**src/rtl/arc_bb_pkg.sv**
```systemverilog
// Package with the widths, types and helpers of the arc bounding box unit.
package arc_bb_pkg;

    localparam int CW = 32;
    localparam int D_W = CW + 1;
    localparam int P_W = 2 * D_W;
    localparam int RT_W = D_W;
    localparam int SQ_W = 2 * RT_W;
    localparam int OUT_W = 34;
    localparam int EXT_W = (CW + 3 > OUT_W) ? CW + 3 : OUT_W;
    localparam int IN_DATA_W = ((6 * CW + 7) / 8) * 8;
    localparam int IN_USER_W = 1;
    localparam int OUT_DATA_W = ((4 * OUT_W + 7) / 8) * 8;
    // Register stages from the input to the last box stage.
    localparam int PIPE_DEPTH = RT_W + 4;

    localparam logic signed [EXT_W-1:0] OUT_MAX_E = (EXT_W'(1) << (OUT_W - 1)) - EXT_W'(1);
    localparam logic signed [EXT_W-1:0] OUT_MIN_E = ~OUT_MAX_E;
    localparam logic signed [OUT_W-1:0] OUT_MAX = OUT_MAX_E[OUT_W-1:0];
    localparam logic signed [OUT_W-1:0] OUT_MIN = OUT_MIN_E[OUT_W-1:0];

    typedef struct packed {
        logic signed [CW-1:0] sx;
        logic signed [CW-1:0] sy;
        logic signed [CW-1:0] ex;
        logic signed [CW-1:0] ey;
        logic signed [CW-1:0] cx;
        logic signed [CW-1:0] cy;
        logic                 ccw;
    } arc_t;

    // Everything that rides alongside the square root pipeline.
    typedef struct packed {
        logic signed [CW-1:0] cx;
        logic signed [CW-1:0] cy;
        logic signed [CW-1:0] left;
        logic signed [CW-1:0] right;
        logic signed [CW-1:0] bottom;
        logic signed [CW-1:0] top;
        logic                 cross_right;
        logic                 cross_top;
        logic                 cross_left;
        logic                 cross_bottom;
    } side_t;

    typedef struct packed {
        logic signed [OUT_W-1:0] top;
        logic signed [OUT_W-1:0] bottom;
        logic signed [OUT_W-1:0] right;
        logic signed [OUT_W-1:0] left;
    } box_t;

    function automatic logic signed [OUT_W-1:0] sat_out(input logic signed [EXT_W-1:0] v);
        logic signed [OUT_W-1:0] r;
        if (v > OUT_MAX_E)
        begin
            r = OUT_MAX;
        end
        else if (v < OUT_MIN_E)
        begin
            r = OUT_MIN;
        end
        else
        begin
            r = v[OUT_W-1:0];
        end
        return r;
    endfunction

endpackage

```
**src/rtl/arc_bb_outbuf.sv**
```systemverilog
// Output register with a skid entry, so the pipeline keeps moving while a result waits, until the skid entry fills.
module arc_bb_outbuf
    import arc_bb_pkg::*;
(
    input  logic clk,
    input  logic rst_n,
    input  logic in_valid,
    input  box_t in_box,
    output logic in_ready,
    output logic out_valid,
    input  logic out_ready,
    output box_t out_box
);

    logic out_valid_reg, skid_valid_reg;
    box_t out_box_reg, skid_box_reg;
    logic out_free;

    assign out_free = !out_valid_reg || out_ready;
    assign in_ready = !skid_valid_reg;

    always_ff @(posedge clk or negedge rst_n)
    begin
        if (!rst_n)
        begin
            out_valid_reg  <= 1'b0;
            skid_valid_reg <= 1'b0;
        end
        else if (out_free)
        begin
            out_valid_reg  <= skid_valid_reg || in_valid;
            skid_valid_reg <= 1'b0;
        end
        else if (in_valid && !skid_valid_reg)
        begin
            skid_valid_reg <= 1'b1;
        end
    end

    always_ff @(posedge clk)
    begin
        if (out_free)
        begin
            out_box_reg <= skid_valid_reg ? skid_box_reg : in_box;
        end
        else if (!skid_valid_reg)
        begin
            skid_box_reg <= in_box;
        end
    end

    assign out_valid = out_valid_reg;
    assign out_box   = out_box_reg;

endmodule

```
**config.mk**
```make
export PLATFORM = sky130hd
export DESIGN_NAME = arc_bb_outbuf
export DESIGN_NICKNAME = d
export VERILOG_FILES = /design/src/rtl/arc_bb_pkg.sv /design/src/rtl/arc_bb_outbuf.sv
export SDC_FILE = /design/constraint.sdc
export NUM_CORES = 1
export LEC_CHECK = 0
export ABC_AREA = 1
export ABC_CLOCK_PERIOD_IN_PS = 23000
export BUFFER_PORTS_ARGS = -buffer_cell sky130_fd_sc_hd__buf_4
export CAP_MARGIN = 15
export CORE_UTILIZATION = 48
export CTS_CLUSTER_DIAMETER = 200
export CTS_CLUSTER_SIZE = 10
export DETAILED_ROUTE_END_ITERATION = 6
export PLACE_DENSITY_LB_ADDON = 0.05
export SLEW_MARGIN = 40
export SYNTH_ARGS = -nofsm -noshare
export SYNTH_HDL_FRONTEND = slang
export SYNTH_SLANG_ARGS = --single-unit
export TNS_END_PERCENT = 1
```
**constraint.sdc**
```tcl
create_clock -name clk -period 23 [get_ports clk]
set_clock_uncertainty 0.2 [all_clocks]
set_input_delay 4.6 -clock clk [delete_from_list [all_inputs] [get_ports clk]]
set_output_delay 4.6 -clock clk [all_outputs]
set_load 0.03 [all_outputs]
```
==> metrics.csv <==
stage,metric,value,unit
run_status,status,"finished, final reports clean",
power_and_ir_drop,p_switching,302,µW
power_and_ir_drop,powerDensity,92.9,mW/mm²
sta,finalHoldViolCount,0,
worst_setup_path,critPathArrivalTime,2.14,ns
place,dp_cells,1241,
power_and_ir_drop,p_seq_share,51.8,%
route,ant_nets,0,
finish,drive_gt1_share,31.4,%
sta,holdWs,0.336,ns
synth,syn_inst,719,
cts,ctsRootBufferMaster,clkbuf_16,
synth,synth_seq_cells,274,
min_path,hold_start,skid_box_reg[98],
worst_setup_path,path_class,flop to primary output,
route,first_pass_iters,4,
finish,diodes,0,
synth,synthXorXnorAreaFrac,0,%
cts,h-tree-depth,1,
cts,worstSkewPairLatency,0.54,ns
finish,syn2layout_area_growth,29.6,%
floorplan,rows,52,
worst_setup_path,cp_max_fo,65,
synth,synth_compound_gate_area_share,0,%
sta,period_minus_slack,6.93,ns
power_and_ir_drop,vdd_drop_max,0.0632,mV
synth,ys_seq_area_share,81.3,%
route,routed_wl,20.9,mm
sta,tightestPinTransition,0.792,ns
cts,tritoncts,done,
cts,cts_sinks,274,
synth,synth_mux_area_share,0,%
sta,setup_tns,0,ns
sta,drv_slew,0,
finish,n_fill_cell,1606,
sta,setup_viol,0,
global_routing,gr-total-overflow,0,
route,wire_per_inst,16.3,µm
power_and_ir_drop,intPower,914,µW
floorplan,die_h,147,µm
job,drv_cap,0,
cts,hold_buffers,0,
finish,seq_area,0.00822,mm²
cts,cts_max_path_buffers,3,
global_routing,grt_pass1_vias,5949,
floorplan,initial_utilization,49.5,%
place,io_buffers,277,
floorplan,die_x,147,µm
cts,post_cts_buffers,0,
synth,synth_top_family_by_area,simple AND/OR/NAND/NOR gates,
synth,synth_fa_ha_area_share,0,%
synth,synth_nets,859,
synth,syn_area_per_cell,14.1,µm²
worst_setup_path,required,18.20,ns
power_and_ir_drop,p_sw_share,24.8,%
sta,clock.fmax,144,MHz
place,gp_congestion,0.732,
floorplan,ios,278,
min_path,hold_class,flop to flop,
cts,cts_made_buffers,31,
worst_setup_path,crit_start,skid_valid_reg,
power_and_ir_drop,p_comb_share,13.9,%
sta,finalCritPeriodShare,30.2,%
worst_setup_path,crit_path_end_kind,primary output,
power_and_ir_drop,p_leak,5.68,nW
synth,ys_types,8,
synth,syn_area,0.0101,mm²
global_routing,antenna_found_initial,0,
sta,max_slew_margin,47.2,%
global_routing,grt_pass1_wl,32.1,mm
route,viasPerCell,4.78,
finish,fin_cells,1286,
synth,yosysWarnings,0,
worst_setup_path,r2r_slack,20.40,ns
route,drcViolationCount,0,
power_and_ir_drop,pwr-share-clk,34.3,%
global_routing,grt_max_degree,92,
synth,synthSimpleGateAreaFrac,15.3,%
finish,multi_input_area,0.00155,mm²
cts,post_cts_resized,0,
cts,clkTransAtPathRegs,0.05,ns
floorplan,dieArea,0.0216,mm²
sta,rsz0062_at_grt,no,
worst_setup_path,critPathLaunchType,flop,
finish,nets,1144,
route,num_vias,6143,
place,dpl.hpwl,13.2,mm
route,drt_iter0_drc,354,
floorplan,coreArea,0.0204,mm²
global_routing,grt.total_usage,19.2,%
worst_setup_path,worstReg2RegStart,skid_valid_reg,
## layer usage
| layer | GRT usage [%] | part of all wire (%) | vias to the layer above |
|---|---|---|---|
| met5 | 0 | 0 | - |
| met4 | 6.29 | 2.0 | 0 |
| met3 | 4.10 | 7.9 | 28 |
| met2 | 28.4 | 46 | 257 |
| met1 | 28.3 | 44 | 2845 |
| li1 | - | - | 3013 |
## placed cells by master (no fill, tap or decap)
cell	n
buf_4	280
clkinv_4	1
inv_4	1
dfrtp_4	1
inv_8	1
edfxtp_1	272
inv_1	1
inv_6	1
nor2_1	2
clkbuf_1	12
clkbuf_16	31
nand2_1	409
dfrtp_1	1
nand2_4	1
buf_6	2
## final cells by class
cell class              instances  share of cell area [%]
clock buffers                  43                    6.27
clock inverters                 2                   0.134
inverters                       3                   0.162
multi-input cells             412                    11.9
flip-flops and latches        274                    62.8
well taps                     270                    2.58
repair buffers                282                    16.2
## cell usage after synthesis
master / n / area, µm²
buf_4: 1 / 7.51
buf_6: 29 / 327
dfrtp_1: 2 / 50.1
edfxtp_1: 272 / 8170
inv_1: 2 / 7.51
inv_2: 1 / 3.75
nand2_1: 410 / 1540
nor2_1: 2 / 7.51
## worst max-delay path: stages, from the launching register on
cell and delay (ns):
dfrtp_4 0.87, inv_4 0.37, buf_4 0.29
## power groups by stage
stage               Combinational, mW  Sequential [mW]  Clock [mW]
floorplan                      0.0503            0.691           0
global placement                0.169            0.641           0
detailed placement              0.171            0.641           0
CTS                             0.171            0.631       0.426
global route                    0.182            0.635       0.445
finish                          0.169            0.630       0.417
## kinds of logic after synthesis
kind of cell / count (synthesis)
flops: 274
buf+inv: 33
simple gates: 412
## final timing paths
| check | to | depth (start not counted) |
|---|---|---|
| min reg2reg | out_box[98] | 2 |
| min | out_box[98] | 2 |
| max in group asynchronous | skid_valid_reg | 1 |
| max | in_ready | 2 |
| max reg2reg | out_box[69] | 4 |
| min in group asynchronous | out_valid | 1 |
## per-stage QoR
step / utilization [%] / setup WS [ns] / total power [mW] / cell area (µm²)
after floorplan: - / 10.47 / 0.741 / 10100
after global placement: 60.0 / 16.01 / 0.810 / 12200
after detailed placement: 60.0 / 16.01 / 0.812 / 12300
after CTS: 64.1 / 16.05 / 1.23 / 13100
after global routing: 64.1 / 15.95 / 1.26 / 13100
final: 64.1 / 16.07 / 1.22 / 13100
Note: power is estimated with default switching activity, not from simulation.
